==> src/hw/rtl/lfd_pkg.sv <==
// ----------------------------------------------------------------------------
// lfd_pkg: shared types and constants of the LED frame deframer
// Holds the header byte codes, the register reset value and the result
// record that travels from the parser to the output register.
// ----------------------------------------------------------------------------
`timescale 1ns / 1ps

package lfd_pkg;

  // Preamble characters and check byte mask
  localparam logic [7:0] PreambleA  = 8'h41;  // 'A'
  localparam logic [7:0] PreambleD  = 8'h64;  // 'd'
  localparam logic [7:0] PreambleA2 = 8'h61;  // 'a'
  localparam logic [7:0] CheckMask  = 8'h55;

  // Strip length register
  localparam int unsigned StripLenWidth = 9;
  localparam logic [StripLenWidth-1:0] StripLenReset = 9'd234;

  // Result of one byte
  typedef struct packed {
    logic       write_valid;
    logic [7:0] led_index;
    logic [1:0] channel;
    logic [7:0] channel_value;
    logic       frame_end;
    logic       header_good;
    logic       header_bad;
    logic       overrun;
  } lfd_result_t;

endpackage

==> src/hw/rtl/lfd_in_if.sv <==
// ----------------------------------------------------------------------------
// lfd_in_if: received byte channel
// Valid/ready channel carrying one serial byte and a parser restart flag.
// ----------------------------------------------------------------------------
`timescale 1ns / 1ps

interface lfd_in_if;
  logic       valid;
  logic       ready;
  logic [7:0] data_byte;
  logic       restart;

  modport source (output valid, output data_byte, output restart, input ready);
  modport sink   (input valid, input data_byte, input restart, output ready);
  modport mon    (input valid, input data_byte, input restart, input ready);
endinterface

==> src/hw/rtl/lfd_out_if.sv <==
// ----------------------------------------------------------------------------
// lfd_out_if: parse result channel
// Valid/ready channel carrying one colour-channel write and header status.
// ----------------------------------------------------------------------------
`timescale 1ns / 1ps

interface lfd_out_if;
  logic       valid;
  logic       ready;
  logic       write_valid;
  logic [7:0] led_index;
  logic [1:0] channel;
  logic [7:0] channel_value;
  logic       frame_end;
  logic       header_good;
  logic       header_bad;
  logic       overrun;

  modport source (output valid, output write_valid, output led_index, output channel,
                  output channel_value, output frame_end, output header_good,
                  output header_bad, output overrun, input ready);
  modport sink   (input valid, input write_valid, input led_index, input channel,
                  input channel_value, input frame_end, input header_good,
                  input header_bad, input overrun, output ready);
  modport mon    (input valid, input write_valid, input led_index, input channel,
                  input channel_value, input frame_end, input header_good,
                  input header_bad, input overrun, input ready);
endinterface

==> src/hw/rtl/lfd_parser.sv <==
// ----------------------------------------------------------------------------
// lfd_parser: frame header and payload parser
// Holds the parse state and decodes one byte per transaction into a result
// record. The state advances only when a byte is taken.
// ----------------------------------------------------------------------------
`timescale 1ns / 1ps

module lfd_parser #(
  parameter int unsigned MAX_LEDS = 256
) (
  input  logic                                 clk,
  input  logic                                 rst_n,
  input  logic                                 advance,
  input  logic [7:0]                           data_byte,
  input  logic                                 restart,
  input  logic [lfd_pkg::StripLenWidth-1:0]    strip_length,
  output lfd_pkg::lfd_result_t                 result
);
  import lfd_pkg::*;

  typedef enum logic [2:0] {
    PH_A   = 3'd0,
    PH_D   = 3'd1,
    PH_A2  = 3'd2,
    PH_HI  = 3'd3,
    PH_LO  = 3'd4,
    PH_CHK = 3'd5,
    PH_PAY = 3'd6
  } phase_t;

  localparam logic [15:0] MaxLedsW = 16'(MAX_LEDS);

  phase_t      phase_r,   phase_nxt;
  logic [7:0]  cnt_hi_r,  cnt_hi_nxt;
  logic [7:0]  cnt_lo_r,  cnt_lo_nxt;
  logic [17:0] left_r,    left_nxt;
  logic [15:0] pixel_r,   pixel_nxt;
  logic [1:0]  slot_r,    slot_nxt;

  logic [15:0] limit;
  logic [15:0] strip_w;
  logic [15:0] count;
  logic [17:0] count3;

  // Clamp the strip length to the fitted maximum
  assign strip_w = 16'(strip_length);
  assign limit   = (strip_w > MaxLedsW) ? MaxLedsW : strip_w;
  assign count   = {cnt_hi_r, cnt_lo_r};
  assign count3  = {1'b0, count, 1'b0} + {2'b00, count};

  // Decode the byte and work out the next parse state
  always_comb begin
    result     = '0;
    phase_nxt  = phase_r;
    cnt_hi_nxt = cnt_hi_r;
    cnt_lo_nxt = cnt_lo_r;
    left_nxt   = left_r;
    pixel_nxt  = pixel_r;
    slot_nxt   = slot_r;

    if (restart) begin
      phase_nxt  = PH_A;
      cnt_hi_nxt = '0;
      cnt_lo_nxt = '0;
      left_nxt   = '0;
      pixel_nxt  = '0;
      slot_nxt   = '0;
    end else begin
      unique case (phase_r)
        PH_D: begin
          phase_nxt = (data_byte == PreambleD) ? PH_A2 : PH_A;
        end
        PH_A2: begin
          phase_nxt = (data_byte == PreambleA2) ? PH_HI : PH_A;
        end
        PH_HI: begin
          cnt_hi_nxt = data_byte;
          phase_nxt  = PH_LO;
        end
        PH_LO: begin
          cnt_lo_nxt = data_byte;
          phase_nxt  = PH_CHK;
        end
        PH_CHK: begin
          if (data_byte == (cnt_hi_r ^ cnt_lo_r ^ CheckMask)) begin
            result.header_good = 1'b1;
            pixel_nxt          = '0;
            slot_nxt           = '0;
            // an empty frame ends on its check byte
            if (count == '0) begin
              result.frame_end = 1'b1;
              left_nxt         = '0;
              phase_nxt        = PH_A;
            end else begin
              left_nxt  = count3;
              phase_nxt = PH_PAY;
            end
          end else begin
            result.header_bad = 1'b1;
            phase_nxt         = PH_A;
          end
        end
        PH_PAY: begin
          if (pixel_r < limit) begin
            result.write_valid   = 1'b1;
            result.led_index     = pixel_r[7:0];
            result.channel       = slot_r;
            result.channel_value = data_byte;
          end else begin
            result.overrun = 1'b1;
          end
          // step colour slot, then LED position
          if (slot_r >= 2'd2) begin
            slot_nxt  = '0;
            pixel_nxt = pixel_r + 16'd1;
          end else begin
            slot_nxt = slot_r + 2'd1;
          end
          if (left_r != '0) begin
            left_nxt = left_r - 18'd1;
          end
          if (left_nxt == '0) begin
            result.frame_end = 1'b1;
            phase_nxt        = PH_A;
          end
        end
        default: begin
          // preamble search; the unused code behaves the same
          phase_nxt = (data_byte == PreambleA) ? PH_D : PH_A;
        end
      endcase
    end
  end

  // Hold parse state; advance on each taken byte
  always_ff @(posedge clk) begin
    if (!rst_n) begin
      phase_r  <= PH_A;
      cnt_hi_r <= '0;
      cnt_lo_r <= '0;
      left_r   <= '0;
      pixel_r  <= '0;
      slot_r   <= '0;
    end else if (advance) begin
      phase_r  <= phase_nxt;
      cnt_hi_r <= cnt_hi_nxt;
      cnt_lo_r <= cnt_lo_nxt;
      left_r   <= left_nxt;
      pixel_r  <= pixel_nxt;
      slot_r   <= slot_nxt;
    end
  end

endmodule

==> src/hw/rtl/led_frame_deframer_top.sv <==
// ----------------------------------------------------------------------------
// led_frame_deframer_top: serial LED frame deframer
// Parses preamble, count and check byte, then streams payload bytes out as
// colour-channel writes tagged with LED index and colour slot.
// ----------------------------------------------------------------------------
// Usage:
//   in_ch carries one received byte per transaction plus a restart flag that
//   clears the parser (the byte is then ignored and an all-zero result goes
//   out). out_ch carries exactly one result per input byte, in order.
//   cfg_we/cfg_data write the strip length; write it only while idle.
// Timing:
//   The byte is decoded by the parser against its state registers and the
//   result lands in the output register in the next cycle.
//   Throughput is one byte per cycle; the output register is the only
//   stage, so in_ch.ready stays high while that register is empty or
//   being drained by out_ch.ready in the same cycle.
// Reset:
//   Synchronous on rst_n low: parser back to preamble search, output
//   register empty, strip length 234.
// Stall:
//   With out_ch.ready low and a result held, in_ch.ready drops and the
//   parser holds its state; the held result stays stable.
// ----------------------------------------------------------------------------
`timescale 1ns / 1ps

module led_frame_deframer_top #(
  parameter int unsigned MAX_LEDS = 256
) (
  input  logic                              clk,
  input  logic                              rst_n,
  lfd_in_if.sink                            in_ch,
  lfd_out_if.source                         out_ch,
  input  logic                              cfg_we,
  input  logic [lfd_pkg::StripLenWidth-1:0] cfg_data
);
  import lfd_pkg::*;

  logic [StripLenWidth-1:0] strip_len_r;
  logic                     out_valid_r;
  lfd_result_t              out_res_r;
  lfd_result_t              result;
  logic                     in_take;

  // Accept while the output register is empty or draining
  assign in_ch.ready = !out_valid_r || out_ch.ready;
  assign in_take     = in_ch.valid && in_ch.ready;

  // Hold strip length register
  always_ff @(posedge clk) begin
    if (!rst_n) begin
      strip_len_r <= StripLenReset;
    end else if (cfg_we) begin
      strip_len_r <= cfg_data;
    end
  end

  lfd_parser #(
    .MAX_LEDS (MAX_LEDS)
  ) u_parser (
    .clk          (clk),
    .rst_n        (rst_n),
    .advance      (in_take),
    .data_byte    (in_ch.data_byte),
    .restart      (in_ch.restart),
    .strip_length (strip_len_r),
    .result       (result)
  );

  // Load the result register on each input transaction, drop it when taken
  always_ff @(posedge clk) begin
    if (!rst_n) begin
      out_valid_r <= 1'b0;
    end else if (in_take) begin
      out_valid_r <= 1'b1;
    end else if (out_ch.ready) begin
      out_valid_r <= 1'b0;
    end
  end

  always_ff @(posedge clk) begin
    if (in_take) begin
      out_res_r <= result;
    end
  end

  // Drive the result channel
  assign out_ch.valid         = out_valid_r;
  assign out_ch.write_valid   = out_res_r.write_valid;
  assign out_ch.led_index     = out_res_r.led_index;
  assign out_ch.channel       = out_res_r.channel;
  assign out_ch.channel_value = out_res_r.channel_value;
  assign out_ch.frame_end     = out_res_r.frame_end;
  assign out_ch.header_good   = out_res_r.header_good;
  assign out_ch.header_bad    = out_res_r.header_bad;
  assign out_ch.overrun       = out_res_r.overrun;

endmodule

==> src/flat_wrapper.sv <==
// flat-port wrapper written by rule: the top's interface ports become plain ports
module led_frame_deframer_top_flat import lfd_pkg::*;
#(
  parameter int unsigned MAX_LEDS = 256
)
  (clk, rst_n, cfg_we, cfg_data, in_ch_valid, in_ch_data_byte, in_ch_restart, in_ch_ready, out_ch_valid, out_ch_write_valid, out_ch_led_index, out_ch_channel, out_ch_channel_value, out_ch_frame_end, out_ch_header_good, out_ch_header_bad, out_ch_overrun, out_ch_ready);
  lfd_in_if in_ch_i ();
  lfd_out_if out_ch_i ();
  input  logic clk;
  input  logic rst_n;
  input  logic cfg_we;
  input  logic [lfd_pkg::StripLenWidth-1:0] cfg_data;
  input wire logic [$bits(in_ch_i.valid)-1:0] in_ch_valid;
  input wire logic [$bits(in_ch_i.data_byte)-1:0] in_ch_data_byte;
  input wire logic [$bits(in_ch_i.restart)-1:0] in_ch_restart;
  output wire logic [$bits(in_ch_i.ready)-1:0] in_ch_ready;
  output wire logic [$bits(out_ch_i.valid)-1:0] out_ch_valid;
  output wire logic [$bits(out_ch_i.write_valid)-1:0] out_ch_write_valid;
  output wire logic [$bits(out_ch_i.led_index)-1:0] out_ch_led_index;
  output wire logic [$bits(out_ch_i.channel)-1:0] out_ch_channel;
  output wire logic [$bits(out_ch_i.channel_value)-1:0] out_ch_channel_value;
  output wire logic [$bits(out_ch_i.frame_end)-1:0] out_ch_frame_end;
  output wire logic [$bits(out_ch_i.header_good)-1:0] out_ch_header_good;
  output wire logic [$bits(out_ch_i.header_bad)-1:0] out_ch_header_bad;
  output wire logic [$bits(out_ch_i.overrun)-1:0] out_ch_overrun;
  input wire logic [$bits(out_ch_i.ready)-1:0] out_ch_ready;
  assign in_ch_i.valid = in_ch_valid;
  assign in_ch_i.data_byte = in_ch_data_byte;
  assign in_ch_i.restart = in_ch_restart;
  assign in_ch_ready = in_ch_i.ready;
  assign out_ch_valid = out_ch_i.valid;
  assign out_ch_write_valid = out_ch_i.write_valid;
  assign out_ch_led_index = out_ch_i.led_index;
  assign out_ch_channel = out_ch_i.channel;
  assign out_ch_channel_value = out_ch_i.channel_value;
  assign out_ch_frame_end = out_ch_i.frame_end;
  assign out_ch_header_good = out_ch_i.header_good;
  assign out_ch_header_bad = out_ch_i.header_bad;
  assign out_ch_overrun = out_ch_i.overrun;
  assign out_ch_i.ready = out_ch_ready;
  led_frame_deframer_top #(.MAX_LEDS(MAX_LEDS)) u_core (.clk(clk), .rst_n(rst_n), .in_ch(in_ch_i), .out_ch(out_ch_i), .cfg_we(cfg_we), .cfg_data(cfg_data));
endmodule
==> config.mk <==
export PLATFORM = sky130hd
export DESIGN_NAME = led_frame_deframer_top_flat
export DESIGN_NICKNAME = d
export VERILOG_FILES = /design/src/hw/rtl/lfd_pkg.sv /design/src/hw/rtl/lfd_in_if.sv /design/src/hw/rtl/lfd_out_if.sv /design/src/hw/rtl/lfd_parser.sv /design/src/hw/rtl/led_frame_deframer_top.sv /design/src/flat_wrapper.sv
export SDC_FILE = /design/constraint.sdc
export NUM_CORES = 1
export LEC_CHECK = 0
export ABC_AREA = 1
export ABC_CLOCK_PERIOD_IN_PS = 3800
export BUFFER_PORTS_ARGS = -buffer_cell sky130_fd_sc_hd__buf_2
export CORE_MARGIN = 2
export CORE_UTILIZATION = 55
export DETAILED_ROUTE_END_ITERATION = 8
export HOLD_SLACK_MARGIN = 0.02
export PLACE_DENSITY = 0.78
export SLEW_MARGIN = 20
export SYNTH_ARGS = -nofsm -noshare
export SYNTH_HDL_FRONTEND = slang
export SYNTH_HIERARCHICAL = 1
export SYNTH_SLANG_ARGS = --single-unit
==> constraint.sdc <==
create_clock -name clk -period 3.8 [get_ports clk]
set_input_delay 0.95 -clock clk [delete_from_list [all_inputs] [get_ports clk]]
set_output_delay 0.95 -clock clk [all_outputs]
set_load 0.03 [all_outputs]
==> impl_results.md <==
- Drt wl/cell: 14.0 µm
- Largest net degree at the start of global routing: 42
- RR Endpoint: u_core/out_ch.frame_end$_DFFE_PP_
- Clock power share: 36.7%
- Area grow syn2layout: 9.12%
- Post-CTS sizing: 0
- Via density: 5.52
- Clk_lat worst skew: 0.34 ns
- Port bufs: 47
- Combinational group share of total power: 20.5%
- Hold path depth: 2
- Antenna-violating nets left: 0
- Antenna Cells: 0
- Layout cells sized above 1: 10.0%
- Total setup buffers inserted after CTS: 0
- Fmax: 0.380 GHz
- RD Place Congestion: 0.933
- DIE HEIGHT: 110 µm
- First-pass GRT wire length: 26100 µm
- Reg-to-Reg Start: u_core/u_parser/left_r[12]$_SDFFE_PN0P_
- Post-Syn Area: 6230 µm²
- Startpoint types: input port
- Slew headroom: 43.5%
- Post-route insts no fill: 1107
- Critical path class: in2reg
- Filler cells: 1055
- Cells after DPL: 1091
- Initial antenna violation count: 0
- Ports: 48
- RSZ-0062 raised after global routing: false
- Initial DRC Count: 496
- Seq/Total Area, Yosys: 32.0%
- Hold Path End: u_core/u_parser/slot_r[0]$_SDFFE_PN0P_
- Number of remaining DRC errors: 0
- Worst VDD drop: 0.251 mV
- WHS: 0.487 ns
- Minimum clock period: 2.63 ns
- Overflow after GRT: 0
- FP Rows: 38
- Worst Reg-to-Reg Cells: 10
- Switching share of total power: 30.7%
- PD cells: 354 nW/µm²
- Critical path capture point type: register
- Final instance area: 6800 µm²
- Number of clock buffers inserted by TritonCTS: 9
- Fin Clk Skew: 0.00347 ns
- Reported leakage power: 0.00302 µW
- Hpwl dp: 11300 µm
- Max Slew Vio Count: 0
- Core area: 10900 µm²
- Ys Warns: 6
- Average size of a mapped cell: 6.68 µm²
- CTS tree: built
- Clk Tree Root Cell: clkbuf_16
- Worst Tran Pin Value: 0.843 ns
- HP Class: reg2reg
- Fin. Hold Viols: 0
- Sequential power share: 42.8%
- Core Util, Final: 62.2%
- Sw Pwr: 739 µW
- R2r setup slk: 1.33 ns
- Initial core utilization: 57.0%
- Post-synth cell types: 45
- Post-synthesis cell count: 932
- 1st-pass router iterations: 5
- Clock buffer depth: 2
- Status: finished, final reports clean
- Number of synthesized register bits: 88
- Final nets: 1021
- Via Count: 6115
- Setup TNS: 0 ns
- Hold-fix buffers at CTS: 0
- # clock sinks: 88
- CP Data Required Time: 4.07 ns
- Die W: 110 µm
- Hold_sp: u_core/u_parser/slot_r[0]$_SDFFE_PN0P_
- Die area: 12200 µm²
- Max-Cap Viols: 0
- Htree depth: 3
- Post-Syn Nets: 991
- Overall Global Routing Usage: 25.3%
- Post-Route WL: 15500 µm
- CTS clk-pin slew, worst paths: 0.06 ns
- Crit path DAT: 2.90 ns
- Final setup vio count: 0
- Placed inst area: 6500 µm²
- Vias in the first global route: 5442
- Critical path peak fanout: 20
- Internal: 1670 µW
- Final worst path period share: 69.3%
-- area by class of cell --
cell class | count | area, µm² | area share (%)
clock buffer | 9 | 225 | 3.31
tap | 140 | 175 | 2.58
multi-input combinational | 699 | 3640 | 53.6
timing repair buffer | 50 | 258 | 3.79
clock inverter | 7 | 68.8 | 1.01
sequential | 88 | 1990 | 29.3
inverter | 114 | 435 | 6.41
-- flip-flops by register name, indices dropped and copies added (netlist names) --
register and flops:
u_core/u_parser/phase_r 3, u_core/u_parser/left_r 18, u_core/out_ch.valid 1, u_core/out_ch.channel 2, u_core/u_parser/slot_r 2, u_core/out_ch.frame_end 1, u_core/u_parser/cnt_lo_r 8, u_core/strip_len_r 9
u_core/out_ch.header_bad 1, u_core/out_ch.write_valid 1, u_core/u_parser/cnt_hi_r 8, u_core/u_parser/pixel_r 16, u_core/out_ch.channel_value 8, u_core/out_ch.header_good 1, u_core/out_ch.led_index 8, u_core/out_ch.overrun 1
-- Yosys cell counts (all sizes together) --
library cell  instances  area share [%]
nand2               237              14
nor2                128             8.4
inv                 113             6.9
a21oi                71             5.7
nand3                67             5.9
dfxtp                65              21
o21ai                46             3.7
ha                   35             7.0
nand4                31             3.1
edfxtp               23              11
nor3                 19             1.7
clkbuf               16            0.96
buf                  15             1.8
xnor2                12             1.7
xor2                 11             1.5
nor4                  7            0.70
a211oi                6            0.72
o22ai                 6            0.60
nand3b                5            0.60
o21bai                3            0.36
or2                   3            0.30
nor3b                 2            0.32
o211ai                2            0.24
a21boi                1            0.12
a21o                  1            0.12
a22o                  1            0.14
a31o                  1            0.14
a31oi                 1            0.10
and3                  1            0.10
clkinv                1           0.060
fa                    1            0.32
o41ai                 1            0.14
-- stage by stage --
step	total power [µW]	setup WS [ns]
floorplan	1420	0.149
global placement	1530	0.941
detailed placement	1530	0.876
CTS	2410	1.23
global route	2520	0.969
finish	2410	1.17
-- layout by cell type, fill, tap and decap left out, drive strengths merged, types with 2 or more instances in the layout --
cell | netlist | routed
o211ai | 2 | 2
o22ai | 6 | 6
o21bai | 3 | 3
dfxtp | 65 | 65
nand3b | 5 | 5
clkbuf | 16 | 9
or2 | 3 | 3
nor4 | 7 | 7
xor2 | 11 | 11
nor2 | 128 | 128
inv | 113 | 115
edfxtp | 23 | 23
a211oi | 6 | 6
buf | 15 | 50
nor3b | 2 | 2
clkinv | 1 | 4
nand4 | 31 | 31
xnor2 | 12 | 12
ha | 35 | 35
o21ai | 46 | 46
nand2 | 237 | 237
nand3 | 67 | 67
a21oi | 71 | 71
nor3 | 19 | 19
-- worst max-delay path by stage --
stage / startpoint / endpoint / slack, ns
2_1_floorplan: in_ch_valid / u_core/u_parser/cnt_lo_r[5]$_SDFFE_PN0P_ / 0.15
3_3_place_gp: in_ch_data_byte[1] / u_core/u_parser/left_r[14]$_SDFFE_PN0P_ / 0.94
3_5_place_dp: in_ch_data_byte[4] / u_core/u_parser/left_r[11]$_SDFFE_PN0P_ / 0.88
4_1_cts: in_ch_data_byte[1] / u_core/u_parser/left_r[11]$_SDFFE_PN0P_ / 1.23
5_1_grt: in_ch_data_byte[6] / u_core/u_parser/left_r[11]$_SDFFE_PN0P_ / 0.97
6_report: in_ch_data_byte[4] / u_core/u_parser/left_r[16]$_SDFFE_PN0P_ / 1.17
-- kinds of logic (layout without fill, tap and decap cells) --
group / Yosys count / in the layout / share of synthesized area [%]
simple gates: 500 / 500 / 35.6
buf+inv: 145 / 180 / 9.72
xor+xnor: 23 / 23 / 3.23
flops: 88 / 88 / 32.0
fa+ha+maj: 36 / 36 / 7.35
compound gates: 140 / 140 / 12.1
-- metal layers --
layer	global-route usage, %	wire length [µm]	vias to the layer above
met1	37.8	7500	2762
met2	38.2	6710	214
met4	6.58	165	0
met3	4.01	1100	16
li1	-	-	3123
met5	0	0	-
-- critical path: stages --
cell	delay, ns
buf_2	0.09
inv_1	0.14
xor2_1	0.16
nand2_1	0.08
nor3_2	0.26
nand2_2	0.11
nand3_2	0.34
nand2_1	0.16
nor2_4	0.34
nand2_1	0.11
a21oi_1	0.15
-- power groups by stage --
stage                     clock network, µW  logic (µW)  registers [µW]
final                                   883         494            1030
after global routing                    936         551            1030
after CTS                               898         487            1030
after detailed placement                  0         482            1050
after global placement                    0         477            1050
after floorplan                           0         349            1070
Power figures use the tool's default switching activity.
